**src/rtl/lir_pkg.sv**
```systemverilog
// Package for the linear interpolation resampler: widths, fixed-point
// constants and the request payload structs. No dependencies.
`default_nettype none

package lir_pkg;

    // Sample and position formats
    localparam int SAMPLE_BITS = 16;
    localparam int FRAC_BITS   = 16;
    localparam int STEP_W      = FRAC_BITS + 3;
    localparam int OFS_W       = FRAC_BITS + 3;
    localparam int PROD_W      = SAMPLE_BITS + FRAC_BITS + 2;

    // Position of one input sample, and the step limits of 0.25 and 4.0
    localparam logic [OFS_W-1:0]  ONE_POS    = OFS_W'(1) << FRAC_BITS;
    localparam logic [STEP_W-1:0] STEP_MIN   = STEP_W'(1) << (FRAC_BITS - 2);
    localparam logic [STEP_W-1:0] STEP_MAX   = STEP_W'(4) << FRAC_BITS;
    localparam logic [STEP_W-1:0] STEP_RESET = STEP_W'(1) << FRAC_BITS;

    // Rounding bias: one half in the product format
    localparam logic signed [PROD_W-1:0] ROUND_HALF = PROD_W'(1) << (FRAC_BITS - 1);

    typedef struct packed {
        logic signed [SAMPLE_BITS-1:0] sample_in;
        logic                          end_of_stream;
    } lir_in_t;

    typedef struct packed {
        logic signed [SAMPLE_BITS-1:0] sample_out;
        logic                          run_last;
        logic                          stream_done;
    } lir_out_t;

endpackage

`default_nettype wire

```
**src/rtl/linear_interp_resampler.sv**
```systemverilog
// Linear interpolation sample-rate converter, top level.
// Depends on lir_pkg for widths, constants and payload structs.
//
// Usage:
//   Input requests (s_valid/s_ready, s_data) carry one signed sample and an
//   end-of-stream flag. Result requests (m_valid/m_ready, m_data) carry one
//   interpolated sample with run_last and stream_done. The step ratio
//   register (cfg_we/cfg_wdata, 16 fraction bits) is clamped to 0.25 .. 4.0
//   on use; the user must write it only while the block is idle (unenforced).
// Sequencing:
//   One input at a time; s_ready is high only in the idle state. Each
//   interpolated result passes the step, round and output states, and each
//   end-of-stream repeat the step and output states; a last pass through
//   the step state closes the input. A held first sample yields no result.
//   One multiplier serves all results, and each result waits in the result
//   register. An input yields up to 4 interpolated results; with end of
//   stream up to 8 results in all.
// Reset and stall:
//   Synchronous active-low reset returns to idle, clears the stream state
//   and sets the step ratio to 1.0. A stalled receiver holds the result
//   register; the sequencer waits and takes no new input meanwhile.
`default_nettype none

module linear_interp_resampler
    import lir_pkg::*;
(
    input  wire logic              aclk,
    input  wire logic              aresetn,
    // input requests
    input  wire logic              s_valid,
    output logic                   s_ready,
    input  wire lir_in_t           s_data,
    // result requests
    output logic                   m_valid,
    input  wire logic              m_ready,
    output lir_out_t               m_data,
    // step ratio register
    input  wire logic              cfg_we,
    input  wire logic [STEP_W-1:0] cfg_wdata
);

    typedef enum logic [1:0] {
        ST_IDLE,
        ST_STEP,
        ST_ROUND,
        ST_OUT
    } state_t;

    state_t                        state_reg,   state_next;
    logic [STEP_W-1:0]             ratio_reg;
    logic signed [SAMPLE_BITS-1:0] prev_reg,    prev_next;
    logic signed [SAMPLE_BITS-1:0] cur_reg,     cur_next;
    logic                          eos_reg,     eos_next;
    logic                          have_reg,    have_next;
    logic                          tail_reg,    tail_next;
    logic [OFS_W-1:0]              ofs_reg,     ofs_next;
    logic signed [PROD_W-1:0]      prod_reg,    prod_next;
    logic                          m_valid_reg, m_valid_next;
    lir_out_t                      out_reg,     out_next;

    logic [STEP_W-1:0]             step_w;
    logic [OFS_W-1:0]              ofs_sum;
    logic                          ofs_ge_one;
    logic                          sum_ge_one;
    logic                          sum_lt_two;
    logic signed [SAMPLE_BITS:0]   diff;
    logic signed [FRAC_BITS:0]     frac;
    logic signed [PROD_W-1:0]      prod_rnd;
    logic                          last_interp;

    // Clamp the step ratio to its usable range
    always_comb begin
        if (ratio_reg < STEP_MIN) begin
            step_w = STEP_MIN;
        end else if (ratio_reg > STEP_MAX) begin
            step_w = STEP_MAX;
        end else begin
            step_w = ratio_reg;
        end
    end

    // Shared datapath: position advance, difference, product and rounding
    assign ofs_sum     = ofs_reg + OFS_W'(step_w);
    assign ofs_ge_one  = |ofs_reg[OFS_W-1:FRAC_BITS];
    assign sum_ge_one  = |ofs_sum[OFS_W-1:FRAC_BITS];
    assign sum_lt_two  = ~|ofs_sum[OFS_W-1:FRAC_BITS+1];
    assign diff        = {cur_reg[SAMPLE_BITS-1], cur_reg}
                       - {prev_reg[SAMPLE_BITS-1], prev_reg};
    assign frac        = {1'b0, ofs_reg[FRAC_BITS-1:0]};
    assign prod_rnd    = prod_reg + ROUND_HALF;
    // last interpolated result unless an end-of-stream repeat follows
    assign last_interp = sum_ge_one && !(eos_reg && sum_lt_two);

    // Sequencer next-state and datapath control
    always_comb begin
        state_next   = state_reg;
        prev_next    = prev_reg;
        cur_next     = cur_reg;
        eos_next     = eos_reg;
        have_next    = have_reg;
        tail_next    = tail_reg;
        ofs_next     = ofs_reg;
        prod_next    = prod_reg;
        m_valid_next = m_valid_reg;
        out_next     = out_reg;

        case (state_reg)
            ST_IDLE: begin
                if (s_valid) begin
                    cur_next = s_data.sample_in;
                    eos_next = s_data.end_of_stream;
                    if (have_reg) begin
                        tail_next  = 1'b0;
                        state_next = ST_STEP;
                    end else if (s_data.end_of_stream) begin
                        tail_next  = 1'b1;
                        state_next = ST_STEP;
                    end else begin
                        // first sample of a stream: hold it, no result yet
                        prev_next = s_data.sample_in;
                        have_next = 1'b1;
                    end
                end
            end
            ST_STEP: begin
                if (!ofs_ge_one) begin
                    if (tail_reg) begin
                        // repeat the final sample up to the stream length
                        out_next.sample_out  = cur_reg;
                        out_next.run_last    = sum_ge_one;
                        out_next.stream_done = sum_ge_one;
                        ofs_next             = ofs_sum;
                        m_valid_next         = 1'b1;
                        state_next           = ST_OUT;
                    end else begin
                        prod_next  = PROD_W'(diff * frac);
                        state_next = ST_ROUND;
                    end
                end else if (tail_reg) begin
                    // drop the stream state after the final sample
                    prev_next  = '0;
                    ofs_next   = '0;
                    have_next  = 1'b0;
                    tail_next  = 1'b0;
                    state_next = ST_IDLE;
                end else begin
                    // advance to the next input interval
                    ofs_next  = ofs_reg - ONE_POS;
                    prev_next = cur_reg;
                    have_next = 1'b1;
                    if (eos_reg) begin
                        tail_next = 1'b1;
                    end else begin
                        state_next = ST_IDLE;
                    end
                end
            end
            ST_ROUND: begin
                out_next.sample_out  = prev_reg + prod_rnd[FRAC_BITS+SAMPLE_BITS-1:FRAC_BITS];
                out_next.run_last    = last_interp;
                out_next.stream_done = last_interp && eos_reg;
                ofs_next             = ofs_sum;
                m_valid_next         = 1'b1;
                state_next           = ST_OUT;
            end
            ST_OUT: begin
                if (m_ready) begin
                    m_valid_next = 1'b0;
                    state_next   = ST_STEP;
                end
            end
            default: begin
                state_next = ST_IDLE;
            end
        endcase
    end

    // State, stream state and registered outputs
    always_ff @(posedge aclk) begin
        if (!aresetn) begin
            state_reg   <= ST_IDLE;
            ratio_reg   <= STEP_RESET;
            prev_reg    <= '0;
            have_reg    <= 1'b0;
            tail_reg    <= 1'b0;
            eos_reg     <= 1'b0;
            ofs_reg     <= '0;
            m_valid_reg <= 1'b0;
        end else begin
            state_reg   <= state_next;
            prev_reg    <= prev_next;
            have_reg    <= have_next;
            tail_reg    <= tail_next;
            eos_reg     <= eos_next;
            ofs_reg     <= ofs_next;
            m_valid_reg <= m_valid_next;
            if (cfg_we) begin
                ratio_reg <= cfg_wdata;
            end
        end
        cur_reg  <= cur_next;
        prod_reg <= prod_next;
        out_reg  <= out_next;
    end

    assign s_ready = (state_reg == ST_IDLE);
    assign m_valid = m_valid_reg;
    assign m_data  = out_reg;

    // Result register is only loaded on the way into the output state
    a_valid_in_out: assert property (@(posedge aclk) disable iff (!aresetn)
        m_valid_reg == (state_reg == ST_OUT))
        else $error("result valid out of step with sequencer");

    // Stream end is always also the end of a run
    a_done_last: assert property (@(posedge aclk) disable iff (!aresetn)
        m_valid && m_data.stream_done |-> m_data.run_last)
        else $error("stream_done without run_last");

    // Interpolation only runs with a fraction inside the current interval
    a_round_frac: assert property (@(posedge aclk) disable iff (!aresetn)
        state_reg == ST_ROUND |-> !ofs_ge_one && !tail_reg)
        else $error("interpolation outside the interval");

    // A first sample without end of stream is held and the block stays idle
    a_first_held: assert property (@(posedge aclk) disable iff (!aresetn)
        s_valid && s_ready && !have_reg && !s_data.end_of_stream
        |=> have_reg && s_ready && !m_valid)
        else $error("first sample not held");

    // A finished stream leaves the stream state cleared
    a_stream_clear: assert property (@(posedge aclk) disable iff (!aresetn)
        m_valid && m_ready && m_data.stream_done |=> ##[1:2] (!have_reg && s_ready))
        else $error("stream state not cleared after final result");

endmodule

`default_nettype wire

```
**config.mk**
```make
export PLATFORM = sky130hd
export DESIGN_NAME = linear_interp_resampler
export DESIGN_NICKNAME = d
export VERILOG_FILES = /design/src/rtl/lir_pkg.sv /design/src/rtl/linear_interp_resampler.sv
export SDC_FILE = /design/constraint.sdc
export NUM_CORES = 1
export LEC_CHECK = 0
export BUFFER_PORTS_ARGS = -buffer_cell sky130_fd_sc_hd__buf_4
export CELL_PAD_IN_SITES_DETAIL_PLACEMENT = 2
export CELL_PAD_IN_SITES_GLOBAL_PLACEMENT = 2
export CORE_MARGIN = 2
export CORE_UTILIZATION = 45
export CTS_CLUSTER_DIAMETER = 150
export DETAILED_ROUTE_END_ITERATION = 12
export PLACE_DENSITY = 0.95
export SLEW_MARGIN = 20
export SYNTH_ARGS = -nofsm -noshare
export SYNTH_HDL_FRONTEND = slang
export SYNTH_SLANG_ARGS = --single-unit
```
**constraint.sdc**
```tcl
create_clock -name aclk -period 18.8 [get_ports aclk]
set_input_delay 3.76 -clock aclk [delete_from_list [all_inputs] [get_ports aclk]]
set_output_delay 3.76 -clock aclk [all_outputs]
set_load 0.005 [all_outputs]
```
==> results of run 1 <==
==> kinds of logic after synthesis <==
group	after synthesis
AOI/OAI and AO/OA	265
xor gates and xnor gates	92
DFF	111
buffers and inverters	473
muxes	30
adders and majority gates	402
and+or+nand+nor	571
==> stage by stage <==
stage          util [%]  area (µm²)  total power, mW  worst slack (ns)
2_1_floorplan         -       17500             1.24             11.22
3_3_place_gp       47.9       18400             1.58             10.18
3_5_place_dp       47.9       18400             1.79              9.29
4_1_cts            48.6       18700             2.05              9.11
5_1_grt            48.7       18700             2.19              8.65
6_report           48.7       18700             2.10              8.97
==> metal layers <==
| layer | up-vias | share of wire, % |
|---|---|---|
| met5 | - | 0 |
| met4 | 0 | 8.9 |
| met3 | 423 | 7.0 |
| met2 | 783 | 50 |
| met1 | 7818 | 34 |
| li1 | 6191 | - |
==> worst max path at each step <==
| stage | start | end | slack, ns | cells after the start |
|---|---|---|---|---|
| final | prev_reg[2]$_SDFFE_PN0P_ | prod_reg[31]$_DFFE_PP_ | 8.97 | 27 |
| after global routing | prev_reg[1]$_SDFFE_PN0P_ | prod_reg[31]$_DFFE_PP_ | 8.65 | 28 |
| after CTS | cur_reg[0]$_DFFE_PP_ | prod_reg[31]$_DFFE_PP_ | 9.11 | 27 |
| after detailed placement | cur_reg[0]$_DFFE_PP_ | prod_reg[31]$_DFFE_PP_ | 9.29 | 27 |
| after global placement | prev_reg[1]$_SDFFE_PN0P_ | prod_reg[31]$_DFFE_PP_ | 10.18 | 29 |
| after floorplan | prev_reg[1]$_SDFFE_PN0P_ | prod_reg[31]$_DFFE_PP_ | 11.22 | 30 |
==> power by group <==
part           internal (mW)  switching [mW]  total (mW)
logic                  0.480           0.999        1.48
clock network         0.0964           0.111       0.207
registers              0.331          0.0778       0.409
==> layout make-up <==
cell class	instances	area [µm²]	share of cell area, %
inverters	381	1430	7.64
well taps	518	648	3.46
multi-input cells	1360	13000	69.4
clock inverters	6	51.3	0.274
clock buffers	10	239	1.28
flip-flops and latches	111	2740	14.6
repair buffers	84	631	3.37
==> cells in the final DEF (no fill, tap or decap), types with 9 or more instances in the layout <==
master / synthesis / routed
inv_1: 381 / 381
o311ai_1: 11 / 11
a21o_1: 10 / 10
fa_1: 262 / 262
nor2_1: 45 / 44
nand3_1: 39 / 39
and2_1: 117 / 117
nor2b_1: 72 / 72
buf_4: 0 / 84
o21a_1: 11 / 11
and3_1: 21 / 21
edfxtp_1: 51 / 51
dfxtp_1: 60 / 58
ha_1: 140 / 140
o21ai_0: 34 / 34
a22oi_1: 29 / 29
nand2b_1: 14 / 14
a21oi_1: 56 / 55
o211ai_1: 19 / 19
mux2i_1: 21 / 21
xor2_1: 27 / 26
nand2_1: 209 / 209
o211a_1: 19 / 19
mux2_2: 9 / 9
xnor2_1: 65 / 60
clkbuf_16: 0 / 9
nor3_1: 22 / 22
==> worst max-delay path, cell delays in order, from the launching register on <==
cell and delay (ns):
dfxtp_1 0.39, inv_1 0.07, ha_1 0.35, nor2b_1 0.18
o31ai_2 0.36, a211oi_1 0.20, o31ai_1 0.77, o2111ai_1 0.31
o21ai_2 0.44, nand2_1 0.40, fa_1 0.90, inv_1 0.23
fa_1 0.81, fa_1 0.44, inv_1 0.12, fa_1 0.57
inv_1 0.08, fa_1 0.58, inv_1 0.07, fa_1 0.52
inv_1 0.10, ha_1 0.35, o21ai_0 0.12, nand2b_1 0.16
and3_1 0.22, a221o_1 0.40, a211oi_1 0.30, xnor2_1 0.14
==> cells in the mapped netlist, types with 3 or more instances <==
master     instances
and2_1           117
or4_1              3
nor4_1             8
o311ai_0           3
buf_2              4
or3_1              5
a22oi_1           29
a31oi_1            5
nor2b_1           72
edfxtp_1          51
nor3_1            22
or2_2              5
ha_1             140
inv_1            381
xor2_1            27
dfxtp_1           60
mux2i_1           21
a21oi_1           56
o31ai_1            4
xnor2_1           65
o211a_1           19
o211ai_1          19
clkbuf_1          79
a21o_1            10
o21a_1            11
a31o_2             4
nand3_1           39
fa_1             262
o21bai_1           7
a211oi_1           6
nor2_1            45
and3_1            21
o311a_1            4
o21ai_0           34
buf_6              3
o2111ai_1          4
a21boi_0           4
o311ai_1          11
nand2b_1          14
nand2_1          209
a311oi_2           3
mux2_2             9
buf_1              6
==> impl.org, run 1 <==
** Worst setup path
- Data required, critical path :: 18.93 ns
- Worst-path maximum fanout :: 18
- The worst setup path is launched from a register.
- Crit path capture type :: register
- The worst register-to-register path has a setup slack of 8.97 ns.
- Arrival @ worst endpoint :: 9.96 ns
- Measured in cells, the most critical reg-to-reg path has a length of 27.
- The worst register-to-register path ends at prod_reg[31]$_DFFE_PP_.
- Kind of critical path :: reg2reg
- The startpoint identified for the worst register-to-register timing path is prev_reg[2]$_SDFFE_PN0P_.

** Finish
- Fillcell total :: 4,087
- 0 antenna diodes ended up in the layout.
- Layout overhead on the synthesized area :: 7.18%
- Post-route insts no fill :: 2,470
- For this run, the post-layout net count is 2,390.
- Layout cell share with drive strength beyond 1 :: 7.22%

** Global routing
- GRT overflow :: 0
- Fraction of met2 tracks used by global routing :: 67.8%
- Global-route wire length before repair :: 116,000 µm
- The initial antenna violation count came to 1.
- met2 is the most crowded layer.
- For this run, global-route usage on met3 was measured as 9.55%.
- Entering global routing, the biggest net connects 63 pins.
- The number of global-route vias before repair was 18,242.
- All-Layer GR Usage :: 38.7%
- Fraction of met1 tracks used by global routing :: 40.1%

** Min path
- Counting instances, the worst hold path has a depth of 2.
- The path with the worst hold slack has its endpoint at ratio_reg[9]$_SDFFE_PN0P_.
- Min-delay worst type :: reg2reg
- In this run the most critical hold path is launched from ratio_reg[9]$_SDFFE_PN0P_.

** Timing
- Number of setup violations in the final report :: 0
- Relative slew margins :: 18.0%
- In the finished design, the share of the clock period the worst path needs comes to 52.3%.
- Final hold analysis gives a worst-case slack of 0.556 ns.
- Timing would allow up to 102 MHz.
- Fin Clk Skew :: 0.0145 ns
- Setup TNS :: 0 ns
- At the pin with the least slew margin, the transition time is 1.23 ns.
- Setup repair after global routing left no endpoint under its margin.
- The smallest clock period supported by the final layout is computed as 9.83 ns.
- The number of max-slew violations in the final report came to 0.
- The number of failing hold endpoints at the final stage is 0.

** Yosys
- Count of mapped cells out of synthesis :: 1,944
- Summing the areas of all compound-gate instances in the mapped netlist gives 11.1% of the synthesized area.
- In this run, synthesis produced a sequential element count of 111.
- Leading post-synthesis cells by cell area :: fa_1 30%, ha_1 10%, edfxtp_1 8.8%
- The synthesized design contains 51 enable-type register cells.
- Distinct cell type count of the synthesized netlist :: 75
- Top FF cell, synth :: dfxtp_1
- Post-synthesis instance area :: 0.0175 mm²
- The largest total area in the synthesized netlist belongs to fa_1.
- Sequential area share after synthesis :: 15.6%
- Mean instance size in the synthesized netlist :: 8.98 µm²
- Multiplexer area fraction after synthesis :: 1.78%
- During synthesis, Yosys emitted a total of 0 warnings.
- Largest family of logic cells by synthesized area :: adder cells
- Post-synth net total :: 2,387
- For this run, asynchronously set or reset flops after synthesis account for 0%.
- Parity-gate share of the synthesized area counting xor and xnor cells :: 4.61%
- Adder and majority cell fraction of the synthesized area :: 40.1%
- Summed over its instances, the top area cell type makes up 30.0% of the synthesized netlist area.
- Simple-gate share of the synthesized area :: 16.5%

** Clock tree
- Clock latency on the worst-skew pair, taken at its later pin, is 0.38 ns.
- Post-CTS timing repair inserted 0 buffers for setup.
- In this run the number of H-tree levels came out at 3.
- In this run the clock root is driven by a clkbuf_16.
- Clock-pin slew was measured on the worst setup and hold paths at 0.09 ns.
- TritonCTS clock tree :: yes
- Count of hold buffers inserted by post-cts repair :: 0
- Number of buffers on the longest clock path :: 2
- CTS saw 111 sinks.
- Once the clock tree was built, the resizer swapped 0 gates to a different size.
- CTS Buf Count :: 9

** Floorplanning
- Vertical die dimension :: 201 µm
- 61 I/O pins were placed.
- Initial cell density of the core :: 45.4%
- Area of the die :: 0.0404 mm²
- The floorplan step defined a core boundary enclosing 0.0385 mm².
- The floorplan step set the die width to 201 µm.
- In this run the core area contains 72 standard-cell rows.

** Place
- Placed instance count :: 2,454
- Input and output buffers added on the ports amount to 60.
- RePlAce Congestion :: 0.843
- DP Wirelength :: 55,300 µm

** Routing
- Initial DRC Count :: 1,017
- Drt pass-1 iters :: 5
- In the routed design, unresolved DRC markers number 0.
- Sum of routed wire length over all layers :: 77,200 µm
- DR vias/cell :: 6.16
- Overall via count from detail_route :: 15,215
- Antenna Nets Post-Route :: 0
- Average wire length per cell after detail routing :: 31.3 µm

** Run
- Max-cap violations in this run came to 0.

** Pwr
- In this run the static leakage power is 9.07 nW.
- Power spread over the standard cell area amounts to 112 mW/mm².
- Worst ir drop on vdd :: 0.0683 mV

** Run status
- Status :: complete, no violations
Power figures use the tool's default switching activity.
==> run 2, diff against run 1 <==
Settings changed: ABC_AREA from default to 1, CORE_UTILIZATION 45 to 35, PLACE_DENSITY 0.95 to 0.87.
Clock period 18.8 ns to 8.5 ns, I/O delays scaled along.
==> run 2 against run 1 <==
  * Total power grew to 3.2 times the previous value
  * Critical path type unchanged
  * Via count grew 8.3%
  * Worst hold slack lost 0.066 ns
  * Largest power group unchanged
  * Critical endpoint is now prod_reg[22]$_DFFE_PP_
  * Synthesized cell count grew 20%
==> impl.org, run 2 <==
** Yosys
- Leading post-synthesis cells by cell area :: fa_1 29%, inv_1 11%, ha_1 9.8% (was fa_1 30%, ha_1 10%, edfxtp_1 8.8%)
- The average size of a mapped cell is 7.63 µm² (was 8.98 µm²).
- The number of flops mapped to enable cells by yosys was 51 (unchanged).
- The synthesized flop and latch total is 111 (unchanged).
- Sequential area share after synthesis :: 15.3% (was 15.6%)
- The most instantiated flip-flop cell in the synthesis netlist is dfxtp_1 (unchanged).
- The fraction of synthesized area in multiplexers came to 0% (was 1.78%).
- The most frequent cell after synthesis is inv_1 (unchanged).
- The synthesized area was 0.0178 mm² (was 0.0175 mm²).
- Largest family of logic cells by synthesized area :: adder cells (unchanged)
- The total nets after synthesis was 2,780 (was 2,387).
- The distinct cell type count of the synthesized netlist came to 53 (was 75).
- Complex-gate fraction of the synthesized area :: 9.29% (was 11.1%)
- The fraction of the mapped netlist area in adder cells was 39.2% (was 40.1%).
- Area share of the largest cell type after synthesis :: 29.4% (was 30.0%)
- Simple-gate share of the synthesized area :: 21.0% (was 16.5%)
- Commonest cells in the netlist :: 518 x inv_1, 405 x nand2_1, 262 x fa_1 (was 381 x inv_1, 262 x fa_1, 209 x nand2_1)
- The count of yosys warnings during synthesis came to 0 (unchanged).
- Async set-reset flop share out of synthesis :: 0% (unchanged)
- The XOR/XNOR share of the synthesized area is 2.45% (was 4.61%).
- The number of standard cells after synthesis came to 2,337 (was 1,944).
- Cell type with the highest aggregate area in the netlist :: fa_1 (unchanged)

** Clock tree
- Level count of the clock H-tree :: 3 (unchanged)
- The total clock buffers created by CTS came to 9 (unchanged).
- Number of buffers on the longest clock path :: 2 (unchanged)
- The clock tree from TritonCTS was yes (unchanged).
- Count of hold buffers inserted by post-cts repair :: 0 (unchanged)
- The clock transition at the register clock pins on the worst setup and hold paths after CTS came to 0.08 ns (was 0.09 ns).
- Root cell of the clock tree :: clkbuf_16 (unchanged)
- The total of cells resized after clock tree synthesis is 0 (unchanged).
- The total setup buffers inserted after CTS was 0 (unchanged).
- The insertion delay of the later-clocked pin in the worst-skew pair came to 0.39 ns (was 0.38 ns).
- Clock tree sinks :: 111 (unchanged)

** Floorplanning
- The initial standard-cell utilization of the core is 35.5% (was 45.4%).
- The die boundary width was 230 µm (was 201 µm).
- Std-Cell Rows :: 82 (was 72)
- The floorplan die area was 0.0528 mm² (was 0.0404 mm²).
- The die outline height was 230 µm (was 201 µm).
- Core area :: 0.0503 mm² (was 0.0385 mm²)
- The top-level port count is 61 (unchanged).

** Timing
- The final cycle utilization of the critical path is 93.8% (was 52.3%).
- Setup TNS :: 0 ns (unchanged)
- Clock period minus final worst setup slack :: 7.98 ns (was 9.83 ns)
- Number of setup violations in the final report :: 0 (unchanged)
- The number of failing hold endpoints at the final stage is 0 (unchanged).
- Post-route worst setup slack :: 0.524 ns (was 8.97 ns)
- The number of max-slew violations in the final report was 0 (unchanged).
- RSZ-0062 raised after global routing :: no (unchanged)
- Max Clk Rate :: 125 MHz (was 102 MHz)
- The final setup skew came to 0.0126 ns (was 0.0145 ns).
- The normalized max-slew margin came to 27.9% (was 18.0%).
- Slew @ Worst Pin :: 1.08 ns (was 1.23 ns)
- WHS :: 0.490 ns (was 0.556 ns)

** Routing
- Final routed DRC violation total :: 0 (unchanged)
- The post-detailed-route wirelength per cell is 24.0 µm (was 31.3 µm).
- Sum of routed wire length over all layers :: 73,200 µm (was 77,200 µm)
- The via density per instance came to 5.40 (was 6.16).
- Initial DRC Count :: 940 (was 1,017)
- Overall via count from detail_route :: 16,481 (was 15,215)
- Antenna Nets Post-Route :: 0 (unchanged)
- The number of detailed-route iterations in the first pass is 5 (unchanged).

** Worst setup path
- The worst-case reg-to-reg path depth was 28 (was 27).
- Worst reg2reg endpoint :: prod_reg[22]$_DFFE_PP_ (was prod_reg[31]$_DFFE_PP_)
- The type of destination of the critical path was a register (unchanged).
- The category of the worst setup path launch point was a register (unchanged).
- Register-to-Register Setup Slack :: 0.52 ns (was 8.97 ns)
- The largest stage delay on the critical path came to 0.57 ns (was 0.90 ns).
- The worst setup path endpoint is prod_reg[22]$_DFFE_PP_ (was prod_reg[31]$_DFFE_PP_).
- The worst setup path startpoint is cur_reg[5]$_DFFE_PP_ (was prev_reg[2]$_SDFFE_PN0P_).
- The maximum net fanout on the critical path is 10 (was 18).
- The kind of critical path is reg2reg (unchanged).
- Start of the worst register-to-register path :: cur_reg[5]$_DFFE_PP_ (was prev_reg[2]$_SDFFE_PN0P_)
- The required time of the critical path is 8.64 ns (was 18.93 ns).
- In this design, the critical path's most frequently occurring cell is nand2_1.
- Cell with the largest stage delay on the worst path :: fa_1 (unchanged)
- Arrival @ worst endpoint :: 8.12 ns (was 9.96 ns)

** Pwr
- The power per standard cell area is 346 mW/mm² (was 112 mW/mm²).
- Worst ir drop on vdd :: 0.171 mV (was 0.0683 mV)
- The leakage power of the design was 9.71 nW (was 9.07 nW).

** Global routing
- All-Layer GR Usage :: 28.3% (was 38.7%)
- Initial antenna violation count :: 0 (was 1)
- The first-pass GRT wire length came to 114,000 µm (was 116,000 µm).
- GRT overflow :: 0 (unchanged)
- Maximum number of pins on one net before global-route repair :: 40 (was 63)
- Vias in the first global route :: 19,827 (was 18,242)

** Finish
- The count of nets after finishing was 2,820 (was 2,390).
- Leading cell types in the layout, fill and taps excluded: 518 x inv_1, 405 x nand2_1, 262 x fa_1 (was 381 x inv_1, 262 x fa_1, 209 x nand2_1).
- Layout cell share with drive strength beyond 1 :: 5.96% (was 7.22%)
- Post-route insts no fill :: 3,054 (was 2,470)
- Fin util :: 38.5% (was 48.7%)
- The most common library cell in the layout ignoring fill and taps is inv_1 (unchanged).
- Layout overhead on the synthesized area :: 8.43% (was 7.18%)
- The number of diodes added for antenna fixing came to 0 (unchanged).
- Fillcell total :: 5,910 (was 4,087)

** Place
- Worst slack, placed :: 0.674 ns (was 9.29 ns)
- RePlAce Congestion :: 0.885 (was 0.843)
- The detailed-placement wirelength estimate was 61,000 µm (was 55,300 µm).
- The cell count after placement came to 3,038 (was 2,454).
- The number of buffers inserted by port buffering was 60 (unchanged).

** Min path
- Min-delay worst type :: reg2reg (unchanged)

** Run status
- Status: complete, no violations (unchanged).

** Run
- The total of max-cap violations came to 0 (unchanged).
-- run 2: changes by cell type after synthesis, sizes merged, moves of 29 or more --
cell,before,now
nor2,45,255
a22oi,29,0
nand3,39,134
o21ai,37,112
a21oi,57,138
xnor2,65,16
clkbuf,79,37
nand2,209,414
inv,381,528
nor2b,72,1
and2,117,1
-- run 2: final cells by class --
class | instances | area [µm²] | share of cell area [%]
clock buffer | 13 | 260 | 1.35
clock inverter | 3 | 42.5 | 0.220
tap | 672 | 841 | 4.35
sequential | 111 | 2730 | 14.1
multi-input combinational | 1638 | 12800 | 66.4
timing repair buffer | 81 | 608 | 3.14
inverter | 536 | 2010 | 10.4
-- run 2: power breakdown --
group          switching (mW)  internal (mW)
sequential              0.141          0.828
clock                   0.231          0.246
combinational            3.70           1.55
total                    4.07           2.63
-- run 2: critical path, delay by kind of cell (launching register included) --
kind | cells | cell delay [ns]
DFF | 1 | 0.47
and+or+nand+nor | 11 | 1.67
adders and majority gates | 8 | 4.03
xor gates and xnor gates | 1 | 0.16
buffers and inverters | 4 | 0.26
AOI/OAI and AO/OA | 4 | 1.12
-- run 2: layer usage --
| metal | GRT usage, % | wire [µm] | up-vias |
|---|---|---|---|
| met2 | 51.8 | 37800 | 488 |
| met1 | 31.8 | 28400 | 8494 |
| met5 | 0 | 0 | - |
| met4 | 14.7 | 3630 | 0 |
| li1 | - | - | 7294 |
| met3 | 3.92 | 3340 | 205 |
-- run 2: metrics by stage --
| step | instance area, µm² | power (mW) |
|---|---|---|
| after floorplan | 17800 | 4.11 |
| after global placement | 19000 | 5.66 |
| after detailed placement | 19000 | 6.11 |
| after CTS | 19300 | 6.65 |
| after global routing | 19300 | 7.18 |
| final | 19300 | 6.70 |
-- run 2: worst min-delay path by stage --
stage               slack [ns]                  startpoint  depth (start not counted)                         end
finish                    0.49   ratio_reg[2]$_SDFFE_PN0P_                          2   ratio_reg[2]$_SDFFE_PN0P_
floorplan                 0.45   ratio_reg[3]$_SDFFE_PN0P_                          2   ratio_reg[3]$_SDFFE_PN0P_
detailed placement        0.48   ratio_reg[2]$_SDFFE_PN0P_                          2   ratio_reg[2]$_SDFFE_PN0P_
global route              0.52  ratio_reg[12]$_SDFFE_PN0P_                          2  ratio_reg[12]$_SDFFE_PN0P_
global placement          0.47  ratio_reg[11]$_SDFFE_PN0P_                          2  ratio_reg[11]$_SDFFE_PN0P_
CTS                       0.50   ratio_reg[2]$_SDFFE_PN0P_                          2   ratio_reg[2]$_SDFFE_PN0P_
-- run 2: cell families (layout without fill, tap and decap cells) --
logic type / after synthesis / in the layout
AO/OA/AOI/OAI: 304 / 304
XOR/XNOR: 49 / 49
adder cells (fa/ha/maj): 402 / 402
buffers and inverters: 588 / 633
flip-flops: 111 / 111
AND/OR/NAND/NOR: 883 / 883
